==> src/xal_pkg.sv <==
`default_nettype none

package xal_pkg;

   // Pixel width; inputs and full scale are masked to this many bits
   localparam int PIXEL_BITS = 16;
   // Port width of the pixel and full-scale fields
   localparam int PORT_W = 16;
   // Fraction bits of log2
   localparam int FRAC_BITS = 24;
   // Width of the top-bit index
   localparam int K_W = $clog2(PIXEL_BITS);
   // log2 value width, integer and fraction
   localparam int LOG_W = K_W + FRAC_BITS;
   // Normalized mantissa, Q1.31
   localparam int M_W = 32;
   // ln2 in Q0.32
   localparam int LN2_W = 32;
   localparam logic [LN2_W-1:0] LN2_Q32 = 32'hB17217F8;
   // Product of log difference and ln2
   localparam int PROD_W = LOG_W + LN2_W;
   // Rounding sum and output scaling
   localparam int SUM_W = 64;
   localparam int ATT_SHIFT = 40;
   localparam int ATT_W = 20;
   localparam logic [SUM_W-1:0] ROUND_ADD = SUM_W'(1) << (ATT_SHIFT - 1);
   // Iteration counter of the full-scale log unit
   localparam int ITER_W = $clog2(FRAC_BITS);
   // Full scale after reset
   localparam logic [PORT_W-1:0] FS_RESET = 16'hFFFF;

   // Item moving through the squaring stages
   typedef struct packed {
      logic [M_W-1:0]       m;
      logic [FRAC_BITS-1:0] frac;
      logic [K_W-1:0]       k;
      logic                 clamped;
   } xal_lane_type;

   typedef struct packed {
      logic [K_W-1:0] k;
      logic [M_W-1:0] m;
   } xal_norm_type;

   typedef struct packed {
      logic [M_W-1:0] m;
      logic           frac_bit;
   } xal_sq_type;

   // Mask to pixel width and force zero to one
   function automatic logic [PIXEL_BITS-1:0] fix_pix(input logic [PORT_W-1:0] x);
      logic [PIXEL_BITS-1:0] v;
      v = x[PIXEL_BITS-1:0];
      if (v == '0) begin
         v = PIXEL_BITS'(1);
      end
      return v;
   endfunction

   // Top set bit and mantissa in Q1.31; x is never zero
   function automatic xal_norm_type normalize(input logic [PIXEL_BITS-1:0] x);
      xal_norm_type r;
      r.k = '0;
      for (int i = 0; i < PIXEL_BITS; i++) begin
         if (x[i]) begin
            r.k = K_W'(i);
         end
      end
      r.m = M_W'(x) << (M_W - 1 - int'(r.k));
      return r;
   endfunction

   // One fraction bit of log2: square, truncate, renormalize
   function automatic xal_sq_type sq_step(input logic [M_W-1:0] m);
      logic [2*M_W-1:0] prod;
      logic [M_W:0]     hi;
      xal_sq_type       r;
      prod = {{M_W{1'b0}}, m} * {{M_W{1'b0}}, m};
      hi = prod[2*M_W-1:M_W-1];
      r.frac_bit = hi[M_W];
      r.m = hi[M_W] ? hi[M_W:1] : hi[M_W-1:0];
      return r;
   endfunction

endpackage

`default_nettype wire

==> src/xal_scale.sv <==
`default_nettype none

module xal_scale (
   input  wire logic                       clock,
   input  wire logic                       reset,
   input  wire logic                       in_valid,
   input  wire xal_pkg::xal_lane_type      in_data,
   input  wire logic [xal_pkg::LOG_W-1:0]  lfs,
   output logic                            in_ready,
   output logic                            rsp_valid,
   input  wire logic                       rsp_stall,
   output logic [xal_pkg::ATT_W-1:0]       rsp_attenuation,
   output logic                            rsp_clamped
);
   import xal_pkg::*;

   logic                v1_ff, v2_ff, v3_ff;
   logic                r1, r2, r3;
   logic [LOG_W-1:0]    d_ff;
   logic [LOG_W-1:0]    d_in;
   logic                c1_ff, c2_ff, c3_ff;
   logic [PROD_W-1:0]   prod_ff;
   logic [PROD_W-1:0]   prod_in;
   logic [SUM_W-1:0]    sum;
   logic [ATT_W-1:0]    att_ff;
   logic [ATT_W-1:0]    att_in;

   // Stage readiness, back from the output
   assign r3 = !v3_ff || !rsp_stall;
   assign r2 = !v2_ff || r3;
   assign r1 = !v1_ff || r2;
   assign in_ready = r1;

   // Log difference, ln2 scaling, rounding
   always_comb begin
      d_in = lfs - {in_data.k, in_data.frac};
      prod_in = PROD_W'(d_ff) * PROD_W'(LN2_Q32);
      sum = SUM_W'(prod_ff) + ROUND_ADD;
      att_in = c2_ff ? '0 : sum[ATT_SHIFT+ATT_W-1:ATT_SHIFT];
   end

   always_ff @(posedge clock) begin
      if (reset) begin
         v1_ff <= 1'b0;
         v2_ff <= 1'b0;
         v3_ff <= 1'b0;
      end else begin
         if (r1) begin
            v1_ff <= in_valid;
         end
         if (r2) begin
            v2_ff <= v1_ff;
         end
         if (r3) begin
            v3_ff <= v2_ff;
         end
      end
   end

   always_ff @(posedge clock) begin
      if (r1) begin
         d_ff <= d_in;
         c1_ff <= in_data.clamped;
      end
      if (r2) begin
         prod_ff <= prod_in;
         c2_ff <= c1_ff;
      end
      if (r3) begin
         att_ff <= att_in;
         c3_ff <= c2_ff;
      end
   end

   assign rsp_valid       = v3_ff;
   assign rsp_attenuation = att_ff;
   assign rsp_clamped     = c3_ff;

endmodule

`default_nettype wire
==> config.mk <==
export PLATFORM = sky130hd
export DESIGN_NAME = xal_scale
export DESIGN_NICKNAME = d
export VERILOG_FILES = /design/src/xal_pkg.sv /design/src/xal_scale.sv
export SDC_FILE = /design/constraint.sdc
export NUM_CORES = 1
export LEC_CHECK = 0
export CAP_MARGIN = 20
export CORE_ASPECT_RATIO = 1.75
export CORE_MARGIN = 2
export CORE_UTILIZATION = 45
export DETAILED_ROUTE_END_ITERATION = 16
export DONT_BUFFER_PORTS = 1
export GPL_ROUTABILITY_DRIVEN = 0
export PLACE_DENSITY_LB_ADDON = 0.25
export REMOVE_ABC_BUFFERS = 1
export SLEW_MARGIN = 20
export SYNTH_ARGS = -nofsm -noshare
export SYNTH_HDL_FRONTEND = slang
export SYNTH_SLANG_ARGS = --single-unit
==> constraint.sdc <==
create_clock -name clock -period 7.05 [get_ports clock]
set_clock_uncertainty 0.2 [all_clocks]
set_input_delay 1.0575 -clock clock [delete_from_list [all_inputs] [get_ports clock]]
set_output_delay 1.0575 -clock clock [all_outputs]
set_load 0.02 [all_outputs]
# Word level (Yosys, flattened, before mapping)
# Index checks and enable logic that the tools add are counted.
[totals]
romBits = 0
n_memories = 0
ram_bits = 0
inputBits = 93
latch_bits = 0
regBits = 111
[op_classes]
magnitude_cmp = 0
n_shift = 0
n_addsub = 2
multipliers = 1
n_mux = 0
n_reduce_logical = 7
eq_ne = 0
div_mod_pow = 0
n_bitwise = 0
[ops]
columns = ["op", "n"]
rows = [
  ["$add 60x40->60 const B", 1],
  ["$mul 28x29->57 const B", 1],
  ["$sub 28x28->28", 1],
  ["$logic_not 1->1", 4],
  ["$logic_or 1x1->1", 3],
]

# Logic depth before layout (Yosys ltp)
# Gate-level depths: netlist (run 1).
[logic_depth]
word_depth = 4
ltp_mapped = 23
mapped_depth_nobuf = 23

# Worst setup path after synthesis (run 1)
# OpenSTA, ideal clock, no wires.
[synth_path]
path_type = "reg-to-reg"
start = "register d_ff[25]"
end = "register prod_ff[59], data pin"
arrival_time_ns = 6.448
setup_slack_ns = 0.140
stages_incl_launch_ff = 23
synth_period_minus_slack_ns = 6.910
setup_ns = 0.263
cell_sequence = "edfxtp_1 > fa_1 > inv_1 > fa_1 > inv_1 > fa_1 > inv_1 > fa_1 > fa_1 > inv_1 > fa_1 > inv_1 > fa_1 > inv_1 > ha_1 > a21o_1 > a31o_2 > a2111oi_4 > o21ai_2 > a2111oi_4 > a211oi_2 > o41ai_2 > xnor2_1"
[synth_via]
elab_chain_cells = 1
[synth_rtl]
columns = ["element", "line_no", "rtl"]
rows = [
  ["start: declaration", "xal_scale.sv:19", "logic [LOG_W-1:0] d_ff;"],
  ["start signal: assignment", "xal_scale.sv:62", "d_ff <= d_in;"],
  ["$mul 28x29->57", "xal_scale.sv:37", "prod_in = PROD_W'(d_ff) * PROD_W'(LN2_Q32);"],
  ["via prod_in[59]", "xal_scale.sv:23", "logic [PROD_W-1:0] prod_in;"],
  ["end signal: assignment", "xal_scale.sv:66", "prod_ff <= prod_in;"],
  ["end: declaration", "xal_scale.sv:22", "logic [PROD_W-1:0] prod_ff;"],
]
# The timed path passes the listed nets, and every way through them passes these cells.
# A chain may end at the register's enable or synchronous reset.

# Final worst setup path (run 1)
[layout_path]
start = "register d_ff[21]"
end = "register prod_ff[58], data pin"
# Same word-level chain as after synthesis.

==> results of run 1 <==
-- through the flow --
step,instances,area (um^2)
after floorplan,1686,17300
after global placement,2285,18800
after detailed placement,2285,18800
after CTS,2305,19200
after global routing,2315,19600
final,2315,19600
-- cells by family (layout without fill, tap and decap cells) --
| family | count (synthesis) | after routing | share of synthesized area, % |
|---|---|---|---|
| DFF | 75 | 75 | 12.8 |
| xor gates and xnor gates | 62 | 62 | 3.13 |
| AOI/OAI and AO/OA | 195 | 195 | 7.95 |
| buffers and inverters | 533 | 674 | 11.6 |
| adders and majority gates | 640 | 640 | 59.2 |
| and+or+nand+nor | 184 | 184 | 5.34 |
-- path summary, 6_finish.rpt --
path | to | slack (ps) | depth (start not counted)
max | prod_ff[58] | 110 | 20
min | c2_ff | 230 | 0
max reg2reg | prod_ff[58] | 110 | 20
min reg2reg | c2_ff | 230 | 0
-- cells in the final DEF, fill, tap and decap left out, drive strengths merged, types with 9 or more instances in the layout --
| cell | count |
|---|---|
| edfxtp | 72 |
| a21o | 41 |
| o211ai | 9 |
| nand3 | 24 |
| nor2b | 11 |
| nor2 | 50 |
| buf | 128 |
| a21oi | 57 |
| clkbuf | 9 |
| ha | 338 |
| nand2 | 41 |
| xnor2 | 28 |
| o21ai | 37 |
| nor3 | 13 |
| o21a | 11 |
| nand4 | 14 |
| xor2 | 34 |
| and3 | 10 |
| fa | 302 |
| inv | 536 |
-- Yosys cell counts (all sizes together) (10+ instances only) --
library cell / n / area share [%]
and3: 10 / 0.40
nand4: 14 / 0.54
nand3: 24 / 0.69
xnor2: 28 / 1.4
o21a: 11 / 0.48
o21ai: 37 / 1.2
nand2: 41 / 0.89
nor2: 50 / 1.1
a21o: 41 / 1.8
edfxtp: 72 / 12
nor2b: 11 / 0.40
nor3: 13 / 0.47
a21oi: 57 / 1.7
inv: 530 / 11
ha: 338 / 24
fa: 302 / 35
xor2: 34 / 1.7
-- layout make-up --
| cell class | instances | area share (%) |
|---|---|---|
| Clock inverter | 7 | 0.332 |
| Inverter | 530 | 10.2 |
| Timing Repair Buffer | 128 | 5.07 |
| Tap cell | 485 | 3.10 |
| Clock buffer | 9 | 1.15 |
| Sequential cell | 75 | 11.4 |
| Multi-Input combinational cell | 1081 | 68.8 |
-- timing repair --
action,in CTS,in global routing
resized for setup,15,63
endpoints found under the setup margin,8,12
hold endpoints to repair,0,0
pin swaps,14,43
buffers inserted,4,13
-- worst max-delay path, cell delays in order (launching register included) --
cell and delay (ps):
sky130_fd_sc_hd__edfxtp_1 420, sky130_fd_sc_hd__fa_2 540, sky130_fd_sc_hd__fa_1 560, sky130_fd_sc_hd__inv_2 40
sky130_fd_sc_hd__fa_1 490, sky130_fd_sc_hd__inv_2 40, sky130_fd_sc_hd__fa_1 530, sky130_fd_sc_hd__fa_1 550
sky130_fd_sc_hd__fa_1 560, sky130_fd_sc_hd__inv_2 50, sky130_fd_sc_hd__fa_2 610, sky130_fd_sc_hd__inv_2 60
sky130_fd_sc_hd__ha_4 280, sky130_fd_sc_hd__nand3_2 80, sky130_fd_sc_hd__or4_4 610, sky130_fd_sc_hd__inv_4 100
sky130_fd_sc_hd__o2111ai_4 150, sky130_fd_sc_hd__a211oi_4 400, sky130_fd_sc_hd__o21a_1 220, sky130_fd_sc_hd__nor2_2 50
sky130_fd_sc_hd__xnor2_2 150
-- sequential cells by signal (all words and copies together), names as in the netlist --
signal	cells
prod_ff	21
rsp_clamped	1
rsp_valid	1
c2_ff	1
rsp_attenuation	20
v1_ff	1
c1_ff	1
v2_ff	1
d_ff	28
-- metal layers --
| metal | part of all wire, % | up-vias | routed length (um) | GRT usage (%) |
|---|---|---|---|---|
| li1 | - | 5590 | - | - |
| met3 | 1.6 | 123 | 703 | 1.53 |
| met5 | 0 | - | 0 | 0 |
| met1 | 33 | 5915 | 14100 | 20.9 |
| met2 | 57 | 206 | 24700 | 45.3 |
| met4 | 8.8 | 0 | 3820 | 16.6 |
==> reports/summary.md, run 1 <==
## Detailed routing
• 0 — remaining number of nets flagged by the antenna check after routing
• 11,834 — Vias
• 0 — DRC errors left
• 5.11 — DR vias/cell
• 18.7 um — Avg WL per Cell
• 43.3 mm — WL final
• 4 — drt pass-1 iters
• 455 — Iter 0 DRT Violations

## Logic synthesis
• sky130_fd_sc_hd__edfxtp_1 — commonest register cell after synthesis
• 10.3 um^2 — mean cell area of the mapped netlist
• 0% — Async S/R FF share, synth
• 1,689 — number of cells produced by synthesis
• 66 — count of cell types in the netlist
• 75 — post-synthesis sequential element count
• 12.8% — proportion of synthesized chip area in sequential cells
• 17,400 um^2 — post-synth design cell area
• 0 — total of warnings raised by yosys
• 72 — number of enable-type register cells in the synthesized netlist

## Clock network
• 2 — maximum clock path buffer count
• 70 ps — Clock Pin Slew Worst Setup and Hold Paths
• 75 — number of clock sinks seen by CTS
• 390 ps — clock latency at the later pin of the worst-skew pair
• done — clock tree from TritonCTS
• 3 — CTS H-tree lvls
• 9 — number of buffers created by CTS
• sky130_fd_sc_hd__clkbuf_16 — library cell used as clock root buffer
• 0 — CTS Hold Bufs

## GRT
• 69.0 mm — first-pass GRT wire length
• 0 — antenna violations before repair
• 13,410 — via count of the first global-routing pass
• 22.6% — Total Routing Usage GR
• 0 — total congestion overflow
• 31 — pin count of the biggest net entering global routing

## Floorplanning
• 116 — total I/O pin count
• 45.3% — initial core utilization
• 152 um — chip width
• 264 um — die height
• 40,200 um^2 — full die area
• 38,300 um^2 — core region area
• 95 — Site Rows

## Worst setup path
• register — Critical Path Start Type
• d_ff[21] — startpoint of the most critical register-to-register path
• register — endpoint type of the worst setup path
• 4 — Critical Path Fanout Max
• 6960 ps — required time at the worst-slack endpoint
• register to register — category of the critical setup timing path
• 6860 ps — CP arrival
• d_ff[21] — launching element of the worst setup path

## STA
• 98.5% — fin crit share
• 0 — count of final max-slew check failures
• 107 ps — Worst Setup Slack, final
• 827 ps — worst-margin pin slew
• true — unrepaired setup endpoints after global routing
• 0.144 GHz — Achievable Freq
• 6940 ps — post-layout minimum cycle time
• 0 — final setup violation count
• 0 — Final Hold Violating Endpoints
• 0 ps — setup tns final
• 225 ps — worst hold slack after final layout
• 44.7% — headroom to the max-slew limit

## Place
• -90.6 ps — dpl ws
• 0 — I/O Buffers
• 39.1 mm — half-perimeter wire length of the detailed placement result

## Final layout
• 0 — number of inserted diodes
• 2220 um^2 — flip-flop and latch area
• 2,558 — Net count, final
• 3,508 — count of fill cells added during filler insertion
• 13.0% — layout cell share with drive strength beyond 1
• 51.2% — final core utilization
• 12.8% — Area Growth Syn to Fin
• 13,500 um^2 — footprint of the multi-input gates

## Min path
• c1_ff — hold wc startpoint
• register to register — classification of the worst-slack hold path

## Job
• 0 — max-cap check violation count

## Status
• finished clean — run status

Power of run 1 is left out: the tool's default activity adds up to more than one toggle a clock period on the data nets, which glitch-free logic cannot reach.
==> inputs of run 2 (changes only) <==
--- a/config.mk
+++ b/config.mk
@@ -8,7 +8,7 @@
 export CAP_MARGIN = 20
 export CORE_ASPECT_RATIO = 1.75
 export CORE_MARGIN = 2
-export CORE_UTILIZATION = 45
+export CORE_UTILIZATION = 40
 export DETAILED_ROUTE_END_ITERATION = 16
 export DONT_BUFFER_PORTS = 1
 export GPL_ROUTABILITY_DRIVEN = 0
==> run 2 against run 1 <==
Routed wire length increased by 2.6%. First-iteration DRC count decreased by 28%. Clock-buffer cell count unchanged. Cell area decreased by 0.75%. Global-route usage decreased by 1.5 points. Critical path type unchanged. Largest cell class unchanged.
==> reports/summary.md, run 2 (synthesized netlist as in run 1, its figures left out) <==
## Place
• -145 ps — dpl ws, -54.7 ps
• 40.3 mm — half-perimeter wire length of the detailed placement result, +3.0%
• 0 — I/O Buffers, unchanged
• 18,700 um^2 — placement-stage cell area, -0.59%

## Detailed routing
• 0 — DRC errors left, unchanged
• 329 — Iter 0 DRT Violations, -28%
• 0 — remaining number of nets flagged by the antenna check after routing, unchanged
• 44.4 mm — WL final, +2.6%
• 4.97 — DR vias/cell, -2.9%
• 18.8 um — Avg WL per Cell, +0.34%
• 5 — drt pass-1 iters, +1
• 11,759 — Vias, -0.63%

## STA
• 869 ps — worst-margin pin slew, +42.2 ps
• 0 — count of final max-slew check failures, unchanged
• true — unrepaired setup endpoints after global routing
• 99.2% — fin crit share, +0.70 points
• 0 — final setup violation count, unchanged
• 0 — Final Hold Violating Endpoints, unchanged
• 57.4 ps — Worst Setup Slack, final, -49.4 ps
• 6990 ps — post-layout minimum cycle time, +49.4 ps
• 42.0% — headroom to the max-slew limit, -2.7 points
• 0.143 GHz — Achievable Freq, -0.71%

## Clock network
• 2 — maximum clock path buffer count, unchanged
• 0 — CTS Hold Bufs, unchanged
• 75 — number of clock sinks seen by CTS, unchanged
• 70 ps — Clock Pin Slew Worst Setup and Hold Paths, about the same
• 9 — number of buffers created by CTS, unchanged
• done — clock tree from TritonCTS
• 380 ps — clock latency at the later pin of the worst-skew pair, about the same
• 3 — CTS H-tree lvls, unchanged
• sky130_fd_sc_hd__clkbuf_16 — library cell used as clock root buffer

## Final layout
• sky130_fd_sc_hd__inv_1, sky130_fd_sc_hd__ha_1, sky130_fd_sc_hd__fa_1, sky130_fd_sc_hd__buf_4, sky130_fd_sc_hd__edfxtp_1 — highest-count cells in the layout ignoring fill and taps
• 2,530 — Net count, final, -1.1%
• 11.2% — layout cell share with drive strength beyond 1, -1.7 points
• 0 — number of inserted diodes, unchanged
• sky130_fd_sc_hd__inv_1 — most frequent standard cell in the layout excluding fill and tap cells
• d_ff — largest register by flop count
• 28 — flip-flop count of the largest register after layout, unchanged
• 19,400 um^2 — cell area after layout, -0.75%
• 12.0% — Area Growth Syn to Fin

## Worst setup path
• register — Critical Path Start Type
• 620 ps — highest cell delay on the worst timing path, about the same
• 6900 ps — CP arrival, +40 ps
• fa_2, buf_6, buf_12, buf_8, fa_2, ha_4, fa_2, inv_1, fa_2, fa_1, fa_1, inv_2, ha_4, buf_6, nand4_4, or4_4, inv_2, o2111ai_4, a211oi_4, o21a_1, nor2_2, xnor2_2 — ordered list of cells on the worst path
• register — endpoint type of the worst setup path
• 7 — critical path buffer and inverter count, +2
• sky130_fd_sc_hd__fa_1 — crit path max-delay cell type
• sky130_fd_sc_hd__fa_2 — Crit path top cell by count
• register to register — category of the critical setup timing path
• 6960 ps — required time at the worst-slack endpoint, about the same
• 5 — Critical Path Fanout Max, +1
• adder cells — Largest delay share family, worst path

## Floorplanning
• 116 — total I/O pin count, unchanged
• 45,100 um^2 — full die area, +12%
• 43,100 um^2 — core region area, +13%
• 280 um — die height, +6.0%
• 161 um — chip width, +5.9%
• 40.3% — initial core utilization, -5.1 points
• 101 — Site Rows, +6.3%

## GRT
• 0 — antenna violations before repair, unchanged
• 21.1% — Total Routing Usage GR, -1.5 points
• 0 — total congestion overflow, unchanged
• 13,519 — via count of the first global-routing pass, +0.81%
• 31 — pin count of the biggest net entering global routing, unchanged
• 71.3 mm — first-pass GRT wire length, +3.3%

## Job
• 0 — max-cap check violation count, unchanged

## Min path
• register to register — classification of the worst-slack hold path

## Status
• finished clean — run status

## run 2: timing repair
item,CTS,global route
gates resized for setup,14,63
hold endpoints to repair,0,0
setup endpoints to repair,6,12
setup buffers,2,12
pin swaps,11,49
## run 2: stage by stage
step                hold WS [ps]  setup TNS [ps]  utilization (%)  std cells
floorplan                    200               0                -       1686
global placement             206            -173             43.4       2339
detailed placement           228            -365             43.4       2339
global route                 246            -436             45.1       2368
CTS                          227           -5.51             44.3       2357
finish                       225               0             45.1       2368
## run 2: metal layers
metal	vias to the layer above	share of wire (%)	GRT usage [%]	wire, um
li1	5533	-	-	-
met1	5901	31	19.2	14000
met2	199	58	42.2	25700
met3	126	1.7	1.54	742
met4	0	8.9	16.0	3960
met5	-	0	0	0
## run 2: final cells by class
cell class,instances,area [um^2]
well taps,566,708
fillers,4068,23700
clock buffers,9,225
repair buffers,100,797
flip-flops and latches,75,2220
multi-input cells,1081,13400
inverters,530,1990
clock inverters,7,90.1
## run 2: final timing paths
path                  from           to  slack, ps  cells after the start
hold reg to reg      c1_ff        c2_ff        220                      0
setup reg to reg  d_ff[17]  prod_ff[58]         60                     22
setup / recovery  d_ff[17]  prod_ff[58]         60                     22
hold / removal       c1_ff        c2_ff        220                      0
Power of run 2 is left out for the same reason.
==> inputs of run 3 (changes only) <==
--- a/config.mk
+++ b/config.mk
@@ -13,7 +13,6 @@
 export DONT_BUFFER_PORTS = 1
 export GPL_ROUTABILITY_DRIVEN = 0
 export PLACE_DENSITY_LB_ADDON = 0.25
-export REMOVE_ABC_BUFFERS = 1
 export SLEW_MARGIN = 20
 export SYNTH_ARGS = -nofsm -noshare
 export SYNTH_HDL_FRONTEND = slang
==> run 3 against run 2 <==
Sequential share of layout area down 0.16 points. Worst setup slack better by 53 ps. Routed wire length up 0.91%. Cell area up 1.4%. Final cell count up 1.2%. Register-to-register slack better by 50 ps.
==> reports/summary.md, run 3 (synthesized netlist as in run 1, its figures left out) <==
## Clock network
• done — clock tree from TritonCTS
• 3 — CTS H-tree lvls, unchanged
• 80 ps — Clock Pin Slew Worst Setup and Hold Paths, about the same
• 2 — maximum clock path buffer count, unchanged
• 9 — number of buffers created by CTS, unchanged
• sky130_fd_sc_hd__clkbuf_16 — library cell used as clock root buffer
• 75 — number of clock sinks seen by CTS, unchanged
• 390 ps — clock latency at the later pin of the worst-skew pair, about the same

## Worst setup path
• 6850 ps — CP arrival, -50 ps
• fa_1, inv_2, fa_2, inv_1, fa_2, inv_2, fa_2, fa_1, fa_1, fa_1, inv_1, ha_1, buf_4, nand4_4, or4_4, inv_4, o2111ai_4, a211oi_4, o21a_1, nor2_2, xnor2_2 — ordered list of cells on the worst path
• prod_ff[58] — capture point of the worst path
• 110 ps — internal reg-to-reg setup slack, +50 ps
• register — Critical Path Start Type
• d_ff[25] — startpoint of the most critical register-to-register path
• 6 — critical path buffer and inverter count, -1
• 5 — Critical Path Fanout Max, unchanged
• 620 ps — highest cell delay on the worst timing path, about the same
• 21 — number of logic stages on the critical path including buffering, -4.5%
• adder cells — Largest delay share family, worst path
• register to register — category of the critical setup timing path
• register — endpoint type of the worst setup path
• 6960 ps — required time at the worst-slack endpoint, about the same
• 21 — Worst Reg-to-Reg Cells, -4.5%
• prod_ff[58] — r2r endpoint
• d_ff[25] — launching element of the worst setup path
• sky130_fd_sc_hd__fa_1 — crit path max-delay cell type
• sky130_fd_sc_hd__fa_1 — Crit path top cell by count

## Place
• 0 — I/O Buffers, unchanged
• 40.5 mm — half-perimeter wire length of the detailed placement result, +0.48%
• 2,366 — number of cells in the design after placement, +1.2%

## Job
• 0 — max-cap check violation count, unchanged

## Final layout
• sky130_fd_sc_hd__inv_1, sky130_fd_sc_hd__ha_1, sky130_fd_sc_hd__fa_1, sky130_fd_sc_hd__buf_4, sky130_fd_sc_hd__edfxtp_1 — highest-count cells in the layout ignoring fill and taps
• 28 — flip-flop count of the largest register after layout, unchanged
• 2,558 — Net count, final, +1.1%
• 45.7% — final core utilization, +0.65 points
• sky130_fd_sc_hd__inv_1 — most frequent standard cell in the layout excluding fill and tap cells
• 2,396 — count of placed standard cells in the final layout, fillers left out, +1.2%
• 4,073 — count of fill cells added during filler insertion, +0.12%
• d_ff — largest register by flop count
• 13.0% — layout cell share with drive strength beyond 1, +1.7 points
• 13.6% — Area Growth Syn to Fin
• 0 — number of inserted diodes, unchanged

## STA
• 0 — count of final max-slew check failures, unchanged
• 35.7% — headroom to the max-slew limit, -6.3 points
• 960 ps — worst-margin pin slew, +91.0 ps
• 6940 ps — post-layout minimum cycle time, -52.5 ps
• 98.4% — fin crit share, -0.75 points
• 0 — Final Hold Violating Endpoints, unchanged
• 0 — final setup violation count, unchanged
• 0.144 GHz — Achievable Freq, +0.76%

## Floorplanning
• 280 um — die height, unchanged
• 161 um — chip width, unchanged
• 43,100 um^2 — core region area, unchanged
• 101 — Site Rows, unchanged
• 45,100 um^2 — full die area, unchanged
• 116 — total I/O pin count, unchanged
• 40.3% — initial core utilization, unchanged

## GRT
• 31 — pin count of the biggest net entering global routing, unchanged
• 0 — total congestion overflow, unchanged
• 21.2% — Total Routing Usage GR, +0.089 points
• 71.3 mm — first-pass GRT wire length, about the same
• 13,560 — via count of the first global-routing pass, +0.30%
• 0 — antenna violations before repair, unchanged

## Detailed routing
• 5 — drt pass-1 iters, unchanged
• 44.8 mm — WL final, +0.91%
• 0 — remaining number of nets flagged by the antenna check after routing, unchanged
• 11,776 — Vias, +0.14%
• 18.7 um — Avg WL per Cell, -0.27%
• 0 — DRC errors left, unchanged
• 4.91 — DR vias/cell, -1.0%
• 394 — Iter 0 DRT Violations, +20%

## Logic synthesis
• 2,422 — Post-Syn Nets

## Status
• finished clean — run status

## Min path
• register to register — classification of the worst-slack hold path

==> run 3: worst min path at each step <==
| stage | start | to | slack (ps) | depth (start not counted) |
|---|---|---|---|---|
| final | c1_ff | c2_ff | 230 | 0 |
| after global routing | c1_ff | c2_ff | 240 | 0 |
| after CTS | c1_ff | c2_ff | 230 | 0 |
| after detailed placement | c1_ff | c2_ff | 220 | 0 |
| after global placement | c1_ff | c2_ff | 210 | 0 |
| after floorplan | c1_ff | c2_ff | 200 | 0 |
==> run 3: area by class of cell <==
type / count / area (um^2) / share of cell area [%]
Clock buffer: 9 / 225 / 1.14
Clock inverter: 7 / 90.1 / 0.457
Inverter: 530 / 1990 / 10.1
Multi-Input combinational cell: 1081 / 13500 / 68.4
Sequential cell: 75 / 2220 / 11.3
Tap cell: 566 / 708 / 3.59
Timing Repair Buffer: 128 / 983 / 4.99
==> run 3: metrics by stage <==
step / hold slack [ps] / setup slack, ps / area [um^2] / TNS (ps)
6_report: 231 / 110 / 19700 / 0
5_1_grt: 236 / -41.9 / 19700 / -117
4_1_cts: 232 / 2.73 / 19400 / 0
3_5_place_dp: 219 / -154 / 18900 / -402
3_3_place_gp: 206 / -108 / 18900 / -207
2_1_floorplan: 200 / 140 / 17400 / 0
==> run 3: timing repair <==
item / 4_1_cts / 5_1_grt
hold buffers: 0 / 0
resized for setup: 30 / 54
pin swaps: 24 / 36
endpoints found under the setup margin: 7 / 15
setup buffers: 4 / 11
==> run 3: routing by layer <==
metal | share of wire (%) | up-vias | wire [um] | global-route usage, %
met3 | 1.9 | 106 | 845 | 1.64
met2 | 59 | 208 | 26500 | 43.5
met4 | 7.7 | 0 | 3450 | 14.3
met5 | 0 | - | 0 | 0
met1 | 31 | 5879 | 14100 | 18.9
li1 | - | 5583 | - | -
Power of run 3 is left out for the same reason.
